`config.mk`:
```
export PLATFORM = sky130hd
export DESIGN_NAME = rhh_ctrl
export DESIGN_NICKNAME = d
export VERILOG_FILES = /design/src/hw/rtl/rhh_pkg.sv /design/src/hw/rtl/rhh_ctrl.sv
export SDC_FILE = /design/constraint.sdc
export NUM_CORES = 1
export LEC_CHECK = 0
export ABC_CLOCK_PERIOD_IN_PS = 1400
export BUFFER_PORTS_ARGS = -buffer_cell sky130_fd_sc_hd__clkbuf_2
export CORE_AREA = 2 2 39 41
export CTS_BUF_LIST = sky130_fd_sc_hd__clkbuf_8
export DETAILED_ROUTE_END_ITERATION = 6
export DIE_AREA = 0 0 41 43
export HOLD_SLACK_MARGIN = 0.05
export PLACE_DENSITY = 0.71
export SYNTH_ARGS = -nofsm -noshare
export SYNTH_HDL_FRONTEND = slang
export SYNTH_SLANG_ARGS = --single-unit
```
`constraint.sdc`:
```
create_clock -name i_clk -period 1.4 [get_ports i_clk]
set_input_delay 0 -clock i_clk [delete_from_list [all_inputs] [get_ports i_clk]]
set_output_delay 0 -clock i_clk [all_outputs]
set_load 0.05 [all_outputs]
```
`src/hw/rtl/rhh_pkg.sv`:
```
// ----------------------------------------------------------------------------
// rhh_pkg
// Types and constants shared by the Robin Hood hash table modules.
// ----------------------------------------------------------------------------
package rhh_pkg;

    localparam int OP_W   = 1;
    localparam int KEY_W  = 64;
    localparam int VAL_W  = 32;
    localparam int ST_W   = 2;
    localparam int FILL_W = 7;

    localparam logic [31:0]       FNV_BASIS  = 32'd2166136261;
    localparam logic [31:0]       FNV_PRIME  = 32'd16777619;
    localparam logic [FILL_W-1:0] FILL_RESET = 7'd75;
    localparam int                PERCENT    = 100;

    localparam logic [OP_W-1:0] OP_LOOKUP = 1'b0;
    localparam logic [OP_W-1:0] OP_INSERT = 1'b1;

    typedef enum logic [ST_W-1:0] {
        ST_FOUND = 2'd0,
        ST_NEW   = 2'd1,
        ST_MISS  = 2'd2,
        ST_FULL  = 2'd3
    } t_status;

    typedef enum logic [3:0] {
        S_CLEAR,
        S_IDLE,
        S_HASH,
        S_START,
        S_FREAD,
        S_FEVAL,
        S_PREAD,
        S_PEVAL,
        S_DONE
    } t_state;

    // Commands from the controller to the datapath
    typedef struct packed {
        logic    clr;       // write an empty slot during the clearing pass
        logic    load;      // capture an input word
        logic    hash;      // fold one key byte into the hash
        logic    probe;     // set slot index to home, zero the distance
        logic    rd;        // read the slot at the current index
        logic    adv;       // step to the next slot
        logic    upd;       // rewrite the value of the matching slot
        logic    place;     // write the carried entry, carry the old one on
        logic    cnt_inc;   // one more entry in the table
        logic    set_st;    // latch a result status
        t_status st;
        logic    take_val;  // result carries the stored value
        logic    out_load;  // move the result into the output register
    } t_cmd;

    // Status from the datapath to the controller
    typedef struct packed {
        logic clr_done;
        logic hash_done;
        logic slot_valid;
        logic key_match;
        logic d_gt;
        logic n_last;
        logic full;
        logic c_gt;
        logic is_insert;
        logic out_free;
    } t_stat;

endpackage

```
`src/hw/rtl/rhh_ctrl.sv`:
```
// ----------------------------------------------------------------------------
// rhh_ctrl
// Sequencer: clearing pass, hashing, find walk, Robin Hood placement walk.
// ----------------------------------------------------------------------------
module rhh_ctrl (
    input  logic           i_clk,
    input  logic           i_rst_n,
    input  logic           i_in_valid,
    input  rhh_pkg::t_stat i_stat,
    output logic           o_in_ready,
    output rhh_pkg::t_cmd  o_cmd
);
    import rhh_pkg::*;

    t_state r_state;
    t_state n_state;

    always_ff @(posedge i_clk) begin
        if (!i_rst_n) begin
            r_state <= S_CLEAR;
        end else begin
            r_state <= n_state;
        end
    end

    // next state
    always_comb begin
        n_state = r_state;
        unique case (r_state)
            S_CLEAR: if (i_stat.clr_done) n_state = S_IDLE;
            S_IDLE:  if (i_in_valid) n_state = S_HASH;
            S_HASH:  if (i_stat.hash_done) n_state = S_START;
            S_START: n_state = S_FREAD;
            S_FREAD: n_state = S_FEVAL;
            S_FEVAL: begin
                priority if (!i_stat.slot_valid || i_stat.d_gt) begin
                    n_state = (i_stat.is_insert && !i_stat.full) ? S_PREAD : S_DONE;
                end else if (i_stat.key_match) begin
                    n_state = S_DONE;
                end else if (i_stat.n_last) begin
                    n_state = (i_stat.is_insert && !i_stat.full) ? S_PREAD : S_DONE;
                end else begin
                    n_state = S_FREAD;
                end
            end
            S_PREAD: n_state = S_PEVAL;
            S_PEVAL: n_state = i_stat.slot_valid ? S_PREAD : S_DONE;
            S_DONE:  if (i_stat.out_free) n_state = S_IDLE;
            default: n_state = S_CLEAR;
        endcase
    end

    // outputs
    always_comb begin
        o_cmd      = '0;
        o_cmd.st   = ST_FOUND;
        o_in_ready = 1'b0;
        unique case (r_state)
            S_CLEAR: o_cmd.clr = 1'b1;
            S_IDLE: begin
                o_in_ready = 1'b1;
                o_cmd.load = i_in_valid;
            end
            S_HASH:  o_cmd.hash  = 1'b1;
            S_START: o_cmd.probe = 1'b1;
            S_FREAD: o_cmd.rd    = 1'b1;
            S_FEVAL: begin
                priority if (!i_stat.slot_valid || i_stat.d_gt || (!i_stat.key_match
                             && i_stat.n_last)) begin
                    // key absent
                    o_cmd.set_st = 1'b1;
                    if (!i_stat.is_insert) begin
                        o_cmd.st = ST_MISS;
                    end else if (i_stat.full) begin
                        o_cmd.st = ST_FULL;
                    end else begin
                        o_cmd.st    = ST_NEW;
                        o_cmd.probe = 1'b1;
                    end
                end else if (i_stat.key_match) begin
                    o_cmd.set_st   = 1'b1;
                    o_cmd.st       = ST_FOUND;
                    o_cmd.take_val = !i_stat.is_insert;
                    o_cmd.upd      = i_stat.is_insert;
                end else begin
                    o_cmd.adv = 1'b1;
                end
            end
            S_PREAD: o_cmd.rd = 1'b1;
            S_PEVAL: begin
                if (!i_stat.slot_valid) begin
                    o_cmd.place   = 1'b1;
                    o_cmd.cnt_inc = 1'b1;
                end else begin
                    o_cmd.place = i_stat.c_gt;
                    o_cmd.adv   = 1'b1;
                end
            end
            S_DONE: o_cmd.out_load = i_stat.out_free;
            default: o_cmd = '0;
        endcase
    end

endmodule

```
=== After elaboration in Yosys (flattened, before gate mapping) ===
Cells that the tools add are included.

* Register bits: 4
* Memories kept: 0
* ROM bits: 0
* Bits in latches: 0
* RAM bits: 0
* Input port bits: 13

* Bitwise logic cells: 0
* Reduce and logical (&&, ||, !) cells: 11
* Magnitude comparators: 0
* $add $sub $neg: 0
* Equality and inequality tests: 12
* Shift operators: 0
* Muxes and demuxes: 35
* Divide/modulo/power cells: 0
* Multiply operators: 0

{| class="wikitable"
|+ Operators by type and width
! operator !! number
|-
| $mux W4 || 11
|-
| $pmux W4 S9 || 1
|-
| $eq A4 B3 Y1 const B || 4
|-
| $mux W1 || 16
|-
| $eq A4 B2 Y1 const B || 2
|-
| $mux W2 || 4
|-
| $ne A2 B2 Y1 const B || 4
|-
| $eq A4 B1 Y1 const B || 1
|-
| $eq A4 B4 Y1 const B || 1
|-
| $logic_not A1 Y1 || 4
|-
| $logic_not A4 Y1 || 1
|-
| $pmux W1 S2 || 2
|-
| $reduce_and A4 Y1 || 1
|-
| $mux W3 || 1
|-
| $logic_and A1 B1 Y1 || 2
|-
| $logic_or A1 B1 Y1 || 2
|-
| $reduce_or A2 Y1 || 1
|}

=== Longest topological paths before layout ===
Gate-level depths: netlist (run 1).

* Depth after elaboration: 7
* Gate-level depth with buffers: 5
* Gate-level depth less buffers: 4

=== Least setup slack after synthesis (run 1) ===
No wires, ideal clock.

* Path kind: reg-to-output
* From: register r_state[0]
* To: output port o_cmd[11] in the netlist's numbering
* Slack: -0.789 ns
* Data required time: 1.400 ns
* Arrival time: 2.189 ns
* Stages on the path, launching flop included: 4
* Path buffers: 2
* Cell sequence: dfxtp_1 > buf_6 > buf_4 > nor4b_1

{| class="wikitable"
|+ RTL lines
! what !! RTL line !! source
|-
| from (decl) || rhh_ctrl.sv:15 || <nowiki>t_state r_state;</nowiki>
|-
| from (signal assigned) || rhh_ctrl.sv:22 || <nowiki>r_state <= n_state;</nowiki>
|-
| to (decl) || rhh_ctrl.sv:11 || <nowiki>output rhh_pkg::t_cmd o_cmd</nowiki>
|}

==> run summary, run 1 <==
The initial utilization of the core area, before any placement, comes to 37.16%. The path type of the worst setup path is reg -> out. The combined flip-flop and latch cell area came out at between 90 and 100 sq um. The global routing met2 resource utilization came out at approximately 26%. The overflow left after global routing is 0. In this run the most critical hold path is launched from i_in_valid. The max-cap check violation count is 0. The layer flagged by global routing as most heavily used is met2. The remaining design rule violation count came out at 0.

The buffering stage count on the worst path with inverters included is 2. The share of flip-flops with an asynchronous set or reset after synthesis is 0%. Hold is met by between 0.15 and 0.2 ns. Dividing the detail-routed wire length by the instance count gives roughly 11 microns. The met3 usage in global routing is under 10%. The number of failing setup endpoints in the final timing report is 0.

The clock latency reported for the late side of the worst-skew pair is about 0.21 ns. The non-filler instance count after layout is 117. The tightest min-delay check is of the in -> reg type.

The count of final hold-check violations came out at 0. The number of placed I/O pins is 28. The cell area power density came out at ~1800 mW/mm^2.

The number of violations reported at the end of detailed-routing iteration 0 came out at 12. The vertical extent of the die came out at ~43 microns. The via-per-instance ratio came out at between 5 and 6. The wire length of the first global-routing pass is between 2 and 2.5 mm. The total via count after detailed routing is approximately 600.

The final-report max-slew violation count is 0. The die covers ~0.0018 sq mm. Counting every net in the synthesized netlist gives 82. The minimum clock period after layout came out at about 1.4 ns. After floorplanning, the core was sized to cover 0.001384 sq mm. The largest register by flop count is r_state. The proportion of layout cells with a drive suffix above 1 came out at 56.44%. The worst clock skew on the final layout is ~0.0013 ns. The run finished with clean final reports. CTS saw 4 sinks. The growth of design area from synthesis to finish is 57.66%. The origin of the worst setup path is r_state[1]. The via count of the first global-routing pass came to about 530.

The post-synthesis average cell area is approximately 7.5 sq um. After synthesis, the largest family of logic cells by area is simple AND/OR/NAND/NOR gates. The number of levels in the clock H-tree came out at 1. The aggregate routed wire length is around 1.3 mm. The congestion estimate from routability-driven global placement came to around 0.78. The family with the most delay on the worst path is buffers and inverters. The cell sitting at the root of the clock tree is a sky130_fd_sc_hd__clkbuf_8.

The number of antenna violations at the first check in global routing is 0. The setup TNS after final layout is 0 ns. The adder and majority cell fraction of the synthesized area is 0%. Input and output buffers added on the ports amount to 27. Entering global routing, the biggest net connects 11 pins.

The flip-flop and latch count after synthesis came out at 4. The number of inserted diodes is 0. Walking the worst path, the cells encountered are nand4bb_4, buf_4, a21oi_1, buf_2. Among all flip-flop cells after synthesis, the most frequent one is sky130_fd_sc_hd__dfxtp_1.

The highest fanout seen on the critical path came out at 10. The maximum single-stage delay on the critical path came out at between 0.3 and 0.4 ns. The sequential cell area fraction in the yosys report is between 15 and 20%. The distinct cell type count of the synthesized netlist is 32. Setup repair after global routing could not meet its margin everywhere.

The net count of the finished layout is 116. The netlist area before placement is roughly 500 sq um. At the pin with the least slew margin, the transition time is between 0.3 and 0.4 ns. The minimum setup slack after placement came out at 0.09154 ns. STA classifies the critical path startpoint as a flop. The met1 capacity usage during global routing is between 20% and 30%.

In the final layout, the registers with the most flip-flops are r_state: 4 flops. The setup slack of the critical path after layout came out at around 0.028 ns. The xor-xnor portion of the synthesized cell area is 0%.

The remaining number of nets flagged by the antenna check after routing is 0. The simple logic cell fraction of the synthesized area is roughly half. The wire-length estimate of the detail-placed layout is 1.016 mm. The clock buffer count from CTS is 3. The worst slew slack as a fraction of its limit is between 70% and 80%.

Yosys attributes the largest share of cell area to sky130_fd_sc_hd__dfxtp_1 (16%), sky130_fd_sc_hd__nor3_1 (6.8%), sky130_fd_sc_hd__buf_6 (6.6%). The peak supply drop came out at about 0.00090 V. On the critical path, the stage with the largest delay is an instance of sky130_fd_sc_hd__dfxtp_4. The largest total area in the synthesized netlist belongs to sky130_fd_sc_hd__dfxtp_1. The maximum clock insertion buffer count is 2.

The clock-pin slew on the worst setup and hold paths is 0.03 ns. The gate count after technology mapping is 69. The number of cells in the design after placement is 113. The horizontal die dimension is slightly above 40 microns.

The post-synthesis compound-gate area fraction came out at 18.98%. Measured against the total synthesized area, the mux share comes to ~1.9%. The count of TritonRoute iterations in the first routing pass came out at 4.

The warning count from the yosys run came out at 0. Summed over all cells, the static leakage comes to 0.3834 nW. The worst path arrival time came out at 1.37 ns. STA classifies the critical path endpoint as a primary output. The flip-flop count of the largest register after layout is 4.

The fill cell total of the finished layout came out at 126. The number of enable flip-flop cells after synthesis came out at 0. After clock tree synthesis, the setup repair step added 0 buffers. The post-route fraction of the period consumed by the critical path came out at a little over nine tenths.

Derived from the worst setup path, the maximum achievable clock frequency is 0.7287 GHz. The start of the worst register-to-register path is r_state[2]. The initialized floorplan defines 14 standard-cell rows. For the worst setup path, the data required time is roughly 1.4 ns. Summed over its instances, the top area cell type makes up between 10% and 20% of the synthesized netlist area. TritonCTS built the clock tree.

The area used by multi-input combinational logic is around 420 sq um. The global routing usage summed across all routing layers is 16.87%.
==> through the flow <==
| step | util (%) | power (mW) | instance area [sq um] |
|---|---|---|---|
| CTS | 55.97 | 1.453 | 774.5 |
| detailed placement | 50.09 | 1.186 | 693.2 |
| finish | 58.59 | 1.474 | 810.8 |
| global route | 58.59 | 1.566 | 810.8 |
| global placement | 50.09 | 1.175 | 693.2 |
| floorplan | - | 1.011 | 539.3 |
==> path summary, 6_finish.rpt <==
kind / endpoint / slack [ns] / depth (start not counted)
worst max-delay path: o_cmd[4] / 0.03 / 4
worst min-delay path: r_state[0] / 0.16 / 3
worst max register to register: r_state[0] / 0.23 / 5
worst min register to register: r_state[0] / 0.66 / 2
==> placed cells by master (no fill, tap or decap), drive strengths merged <==
master / netlist / layout
nor2b: 2 / 2
nand3b: 3 / 3
a21oi: 5 / 5
nor4b: 2 / 2
dlygate4sd3: 0 / 1
clkbuf: 0 / 22
nand2b: 3 / 3
mux2i: 1 / 1
o21a: 3 / 3
o32ai: 1 / 1
nand4bb: 1 / 1
nor3b: 1 / 1
nand4b: 2 / 2
or3: 1 / 1
a22oi: 1 / 1
inv: 5 / 5
dfxtp: 4 / 4
nor4: 1 / 1
buf: 6 / 15
o21ai: 2 / 2
nor2: 9 / 9
a32o: 1 / 1
nor3: 7 / 7
and3: 2 / 2
nand2: 2 / 2
and2: 1 / 1
o22ai: 1 / 1
and2b: 1 / 1
a211oi: 1 / 1
==> cell families after synthesis <==
group / after synthesis
AND/OR/NAND/NOR: 38
buffers and inverters: 11
multiplexers: 1
flip-flops: 4
AO/OA/AOI/OAI: 15
==> worst reg2reg max path: cells and delay by family, from the launching register on <==
family          cells  cell delay, ns
flops               1            0.36
buf+inv             1            0.16
simple gates        2            0.23
compound gates      2            0.35
==> synthesized netlist by cell type (all sizes together) (3+ instances only) <==
cell    count
buf         6
dfxtp       4
nand3b      3
a21oi       5
o21a        3
nor3        7
nor2        9
nand2b      3
inv         5
==> final cells by class <==
class / instances / share of cell area [%]
Clock buffer: 3 / 5.093
Inverter: 5 / 2.315
Multi-Input combinational cell: 54 / 51.85
Sequential cell: 4 / 11.11
Tap cell: 16 / 2.469
Timing Repair Buffer: 35 / 27.16
==> where the power goes <==
group          internal (mW)  leakage (nW)  switching [mW]
clock                  0.183        0.0216          0.0519
combinational          0.367         0.327           0.606
sequential             0.171        0.0350          0.0947
==> what timing repair did <==
item	CTS	global route
hold buffers	1	0
resized for setup	12	17
setup endpoints to repair	9	10
endpoints found under the hold margin	1	0
==> per-layer routing <==
layer,part of all wire [%],routed length (microns),vias up
met5,0,0,-
met4,0,0,0
met3,6.0,78,0
met2,52,674,23
met1,42,554,268
li1,-,-,310
No activity file was read; power rests on OpenSTA's default activity.
==> inputs of run 2 (changes only) <==
--- a/config.mk
+++ b/config.mk
@@ -11,8 +11,11 @@
 export CTS_BUF_LIST = sky130_fd_sc_hd__clkbuf_8
 export DETAILED_ROUTE_END_ITERATION = 6
 export DIE_AREA = 0 0 41 43
+export GPL_TIMING_DRIVEN = 0
 export HOLD_SLACK_MARGIN = 0.05
 export PLACE_DENSITY = 0.71
+export SLEW_MARGIN = 5
 export SYNTH_ARGS = -nofsm -noshare
 export SYNTH_HDL_FRONTEND = slang
 export SYNTH_SLANG_ARGS = --single-unit
+export TNS_END_PERCENT = 10
==> run 2 against run 1 <==
The flow now finishes with violations (negative setup slack). Clock power increased by 5%. Sequential share of layout area decreased by 0.97 points. Final cell count unchanged. Flip-flop and latch count unchanged. Clock skew decreased by 0.00074 ns. Sequential power decreased by 32%. Wire length increased by 6.5%. Combinational power increased by 14%. Via count increased by 3.3%. Die area unchanged. First-iteration DRC count decreased by 33%. Critical path type unchanged. Critical endpoint is now o_cmd[10]. Largest cell class unchanged. Highest routed layer unchanged.
==> run summary, run 2 (synthesis gave the netlist of run 1 again) <==
The total via count after detailed routing is around 620. The max-cap check violation count came out at 0. The proportion of layout cells with a drive suffix above 1 came out at about half. In the final layout, the registers with the most flip-flops are r_state: 4 flops.

The number of levels in the clock H-tree is 1. For met2 alone, demand over resource in global routing was between 20% and 30%. The number of inserted diodes came out at 0. The post-route fraction of the period consumed by the critical path is 100.2%. The cts-stage hold buffer count came out at 0. The final reports fail on negative setup slack. The pin count of the biggest net entering global routing came out at 11.

In this run the static leakage power is approximately 0.38 nW. The cell at the root of the clock tree is sky130_fd_sc_hd__clkbuf_8. Clock-pin slew was measured on the worst setup and hold paths at around 0.03 ns.

The count of TritonRoute iterations in the first routing pass came out at 4. The worst pin sits at a relative slew slack of 75.64%. The kind of start point of the critical path is a flop. The growth of design area from synthesis to finish came out at 55.96%. Row generation in the floorplan step produced 14 rows. At the worst endpoint, the required time is roughly 1.4 ns. Summed over all layers, the routed wires come to about 1.4 mm. The average wire per standard cell came out at 11.91 microns. The min-delay analysis places its worst path in the category in -> reg.

Counting flops per register, the top entry is r_state. The finished cells cover roughly 800 sq um. The count of final hold-check violations came out at 0. The overflow left after global routing came out at 0. The number of violations reported at the end of detailed-routing iteration 0 is 8. Global routing consumed, on the met3 layer, 3.141% of the routing resources.

The vertical extent of the die came out at about 43 microns. Counting every sink on the clock net gives 4. The most common cell after layout, fill and taps aside is sky130_fd_sc_hd__clkbuf_2. The instance area after placement came out at around 680 sq um.

The number of antenna violations at the first check in global routing is 0. The hold slack is around 0.057 ns. Counting I/O delays and the setup requirement, the final critical path takes 1.403 ns. The peak supply drop is approximately 0.00085 V. The utilization of the core after routing came out at 57.96%.

The met1 capacity usage during global routing is about a fifth. Counting along the longest clock path gives a buffer depth of 2. The clock buffer count from CTS is 3. The initial cell density of the core came out at between 30% and 40%.

The top cell types in the final layout, fill and taps aside, are sky130_fd_sc_hd__clkbuf_2 (18), sky130_fd_sc_hd__nor2_1 (8), sky130_fd_sc_hd__buf_4 (7). The global routing usage summed across all routing layers is 17.55%. The slew at the pin closest to its max-slew limit is ~0.36 ns.

The congestion estimate from routability-driven global placement came to roughly 0.7. Pin placement for this block handled 28 I/O pins. The horizontal die dimension came out at a little over 40 microns. The path type of the worst setup path is reg -> out. The number of nets in the layout is approximately 120. Of all nets on the critical path, the largest fanout is 10. The via count of the first global-routing pass came out at about 540.

Setup repair after global routing could not meet its margin everywhere. The flip-flop count of the largest register after layout came out at 4. The cell area power density came out at around 1900 mW/mm^2. The remaining number of nets flagged by the antenna check after routing came out at 0. The sum of net half-perimeters after detailed placement is about 940 microns. At the worst endpoint, the arrival time is between 1 and 1.5 ns. The setup TNS after final layout came out at -0.003356 ns. Derived from the worst setup path, the maximum achievable clock frequency is between 0.7 and 0.8 GHz. TritonCTS built the clock tree. The flow ran to the end, but the final reports show violations. The clock latency reported for the late side of the worst-skew pair came out at around 0.22 ns. The area enclosed by the die boundary came out at roughly 0.0018 sq mm. The cell count of the worst reg-to-reg path came out at 5.

Across all setup checks in the final design, the least slack found is -0.003356 ns. The layer carrying the most global-route usage is met2. The element type at the critical path end is a primary output.

The worst clock skew on the final layout came out at between 0.0006 and 0.0007 ns. For this run, design rule violations remaining after detail routing come to 0. The number of failing setup endpoints in the final timing report is 1. The count of buffers inserted at the top-level ports came out at 26. The number of stages on the worst hold path is 2. The wire length of the first global-routing pass came out at 2.152 mm. The minimum setup slack after placement is about 0.1 ns. Dividing the detail-routed via count by the number of cells gives roughly 5.3. The total area inside the core boundary comes to around 0.0014 sq mm.

The final-report max-slew violation count is 0.
==> run 2: cell count changes in the layout (fill, tap and decap cells not counted), sizes merged <==
cell | before | now
buf | 15 | 16
dlygate4sd3 | 1 | 0
==> run 2: what timing repair did <==
| item | in CTS | in global routing |
|---|---|---|
| pin swaps | 1 | 2 |
| setup buffers | 2 | 1 |
| endpoints found under the setup margin | 4 | 10 |
| gates resized for setup | 9 | 14 |
==> run 2: critical path, stage by stage, from the launching register on <==
cell and delay (ns):
sky130_fd_sc_hd__dfxtp_2 0.33, sky130_fd_sc_hd__buf_6 0.14, sky130_fd_sc_hd__or3_4 0.39, sky130_fd_sc_hd__a21oi_4 0.16, sky130_fd_sc_hd__buf_8 0.16
==> run 2: worst paths after layout <==
path / end / from / slack (ns)
setup / recovery: o_cmd[10] / r_state[1] / -0.003
hold / removal: r_state[2] / i_rst_n / 0.06
setup reg to reg: r_state[0] / r_state[2] / 0.13
hold reg to reg: r_state[0] / r_state[3] / 0.72
==> run 2: area by class of cell <==
type | count | area, sq um
flip-flops and latches | 4 | 81.33
clock buffers | 3 | 41.29
repair buffers | 29 | 172.7
well taps | 16 | 20.02
inverters | 5 | 21.27
fillers | 135 | 581.8
multi-input cells | 54 | 407.9
plain buffers | 6 | 57.56
==> run 2: metal layers <==
metal	share of wire [%]	wire [microns]	vias to the layer above
li1	-	-	312
met1	45	629	287
met2	50	693	22
met3	5.1	71	0
met4	0	0	0
met5	0	0	-
==> run 2: power breakdown <==
group / leakage (nW) / total (mW) / switching (mW) / internal (mW)
registers: 0.0332 / 0.182 / 0.0262 / 0.156
logic: 0.327 / 1.11 / 0.700 / 0.406
clock network: 0.0216 / 0.245 / 0.0613 / 0.184
total: 0.382 / 1.53 / 0.787 / 0.746
==> run 2: stage by stage <==
| step | total power [mW] | instances |
|---|---|---|
| after detailed placement | 1.177 | 111 |
| after CTS | 1.499 | 116 |
| after global routing | 1.621 | 117 |
| after global placement | 1.164 | 111 |
| after floorplan | 0.9960 | 69 |
| final | 1.533 | 117 |
==> inputs of run 3 (changes only) <==
--- a/config.mk
+++ b/config.mk
@@ -14,6 +14,7 @@
 export GPL_TIMING_DRIVEN = 0
 export HOLD_SLACK_MARGIN = 0.05
 export PLACE_DENSITY = 0.71
+export REMOVE_ABC_BUFFERS = 1
 export SLEW_MARGIN = 5
 export SYNTH_ARGS = -nofsm -noshare
 export SYNTH_HDL_FRONTEND = slang
==> run 3 against run 2 <==
The flow now finishes without violations. Global-route usage increased by 1.6 points. Flip-flop and latch count unchanged. Non-clock buffer count increased by 5. Design area increased by 2.8%. Fmax increased by 3.8%. Largest power group unchanged.
==> run summary, run 3 (synthesis gave the netlist of run 1 again) <==
The run finished with clean final reports. Clock skew on the completed layout was measured at between 0.0002 and 0.00025 ns. The smallest clock period supported by the final layout is computed as roughly 1.4 ns. No sink is reached through more buffers than the 2 on the longest clock path.

The max-cap check violation count is 0. The cell area power density is approximately 1800 mW/mm^2. The endpoint identified for the worst register-to-register timing path is r_state[0].

The remaining design rule violation count is 0. The sum of net half-perimeters after detailed placement is around 930 microns. Relative to the synthesized area, the layout overhead comes to 60.34%. The slew at the pin closest to its max-slew limit is about 0.4 ns. The buffering stage count on the worst path with inverters included came out at 1. The core region is 0.001384 sq mm. The count of TritonRoute iterations in the first routing pass is 4.

The worst setup slack for register-to-register paths came out at between 0.15 and 0.2 ns. The remaining number of nets flagged by the antenna check after routing came out at 0. The via count of the first global-routing pass came out at between 500 and 600. The instance area after placement came out at between 600 and 700 sq um. After floorplanning, the core was divided into 14 placement rows. The peak supply drop came out at roughly 0.0014 V. The vertical extent of the die came out at about 43 microns.

The cell count of the worst reg-to-reg path came out at 4. The worst-path cell with the longest stage delay is sky130_fd_sc_hd__dfxtp_4. Following the worst setup path forward leads to its endpoint at o_cmd[2]. The largest register by flop count is r_state.

Data on the critical path is required at its endpoint by ~1.4 ns. The pin count of the biggest net entering global routing is 16. The path type of the worst setup path is reg -> out.

The aggregate routed wire length came out at ~1.5 mm. The clock latency reported for the late side of the worst-skew pair came out at about 0.22 ns. The wire length of the first global-routing pass is 2.394 mm.

The top cell types in the final layout, fill and taps aside, are sky130_fd_sc_hd__clkbuf_2 (19), sky130_fd_sc_hd__buf_4 (13), sky130_fd_sc_hd__nor2_1 (8). The static leakage is about 0.4 nW. The cell family contributing the most delay on the critical path is simple AND/OR/NAND/NOR gates. The post-route standard cell area excluding fillers came out at about 800 sq um.

The total overflow left after global routing is 0. The critical path goes through nand4bb_4, nand2b_4, nor3_2, buf_6. Setup repair after global routing could not meet its margin everywhere. The utilization of the core after routing came out at between 50% and 60%. The worst setup path is captured at a primary output. The worst setup path is launched from a flop.

The via-per-instance ratio came out at just over 5. The number of violations reported at the end of detailed-routing iteration 0 came out at 5. The number of inserted diodes came out at 0.

The total via count after detailed routing is between 600 and 700. Setup violations remaining at the end of the flow were counted as 0. In this run the worst setup path begins at r_state[1].

The maximum single-stage delay on the critical path is 0.38 ns. The final-report max-slew violation count is 0. Measured against its own limit, the worst slew margin works out to about 74%. The number of levels in the clock H-tree is 1.

Clock-pin slew was measured on the worst setup and hold paths at ~0.03 ns. The startpoint identified for the worst register-to-register timing path is r_state[0]. The worst hold path belongs to the class in -> reg.

The average wire per standard cell came out at 12.22 microns. Global routing consumed, over all layers together, between 10% and 20% of the routing resources. The clock buffer count from CTS came out at 3.

The area enclosed by the die boundary is 0.001763 sq mm. In the final layout, the registers with the most flip-flops are r_state: 4 flops. Along the worst path, the maximum fanout reaches 14. The library cell used most frequently in the layout, excluding fill and tap cells, is sky130_fd_sc_hd__clkbuf_2.

The post-route fraction of the period consumed by the critical path is 96.56%. At the end of routability-driven placement, the weighted congestion stood at just under 0.7. The count of buffers inserted at the top-level ports is 27. The count of final hold-check violations came out at 0. The die is around 40 microns wide. The number of antenna violations at the first check in global routing is 0.

The highest clock frequency the design can meet came out at about 0.74 GHz. The tree is rooted in a sky130_fd_sc_hd__clkbuf_8. The worst path arrival time came out at 1.35 ns. The number of nets in the layout came out at between 100 and 150. The initial cell density of the core came out at 37.16%.

The number of cells on the critical path came out at 4. The CTS tree is done. The number of placed I/O pins came out at 28. The flip-flop count of the largest register after layout came out at 4. The proportion of layout cells with a drive suffix above 1 came out at 52.83%.

The clock drives 4 sinks.
run 3: metrics by stage:
stage | cells | power (mW) | hold slack [ns] | worst slack [ns] | setup TNS (ns)
4_1_cts | 118 | 1.408 | 0.1404 | 0.01008 | 0
5_1_grt | 122 | 1.610 | 0.1653 | -0.02092 | -0.02839
2_1_floorplan | 63 | 0.8464 | 0.1175 | -0.7444 | -4.433
6_report | 122 | 1.516 | 0.1430 | 0.04811 | 0
3_5_place_dp | 106 | 1.047 | 0.2791 | -0.1476 | -0.3402
3_3_place_gp | 106 | 1.037 | 0.2755 | -0.1080 | -0.2631
run 3: area by class of cell:
class / count / area, sq um
fill: 127 / 559.3
multi-input combinational: 54 / 382.9
timing repair buffer: 40 / 266.5
sequential: 4 / 95.09
clock buffer: 3 / 41.29
tap: 16 / 20.02
inverter: 5 / 18.77
run 3: routing by layer:
metal	global-route usage, %	vias up	part of all wire (%)
li1	-	325	-
met5	0	-	0
met4	7.333	0	0
met2	32.50	11	56
met3	2.094	0	2.6
met1	23.15	285	42
run 3: repair_timing:
item | 4_1_cts | 5_1_grt
hold buffers | 1 | 0
setup endpoints to repair | 14 | 8
hold endpoints to repair | 2 | 0
resized for setup | 15 | 15
pin swaps | 1 | 0
buffers inserted | 8 | 4
run 3: power breakdown:
part	leakage [nW]	internal, mW	switching, mW
registers	0.0356	0.177	0.119
logic	0.343	0.400	0.577
clock network	0.0216	0.183	0.0595
run 3: worst min-delay path, cell delays in order:
cell and delay, ns:
sky130_fd_sc_hd__clkbuf_2 0.10, sky130_fd_sc_hd__nor2b_1 0.11, sky130_fd_sc_hd__a32o_1 0.12
run 3: how the worst min path moves through the flow:
stage                       endpoint  cells past startpoint       start
after global routing      r_state[0]                      3  i_in_valid
after global placement    r_state[3]                      2     i_rst_n
after detailed placement  r_state[3]                      2     i_rst_n
final                     r_state[0]                      3  i_in_valid
after floorplan           r_state[3]                      1     i_rst_n
after CTS                 r_state[0]                      3  i_in_valid
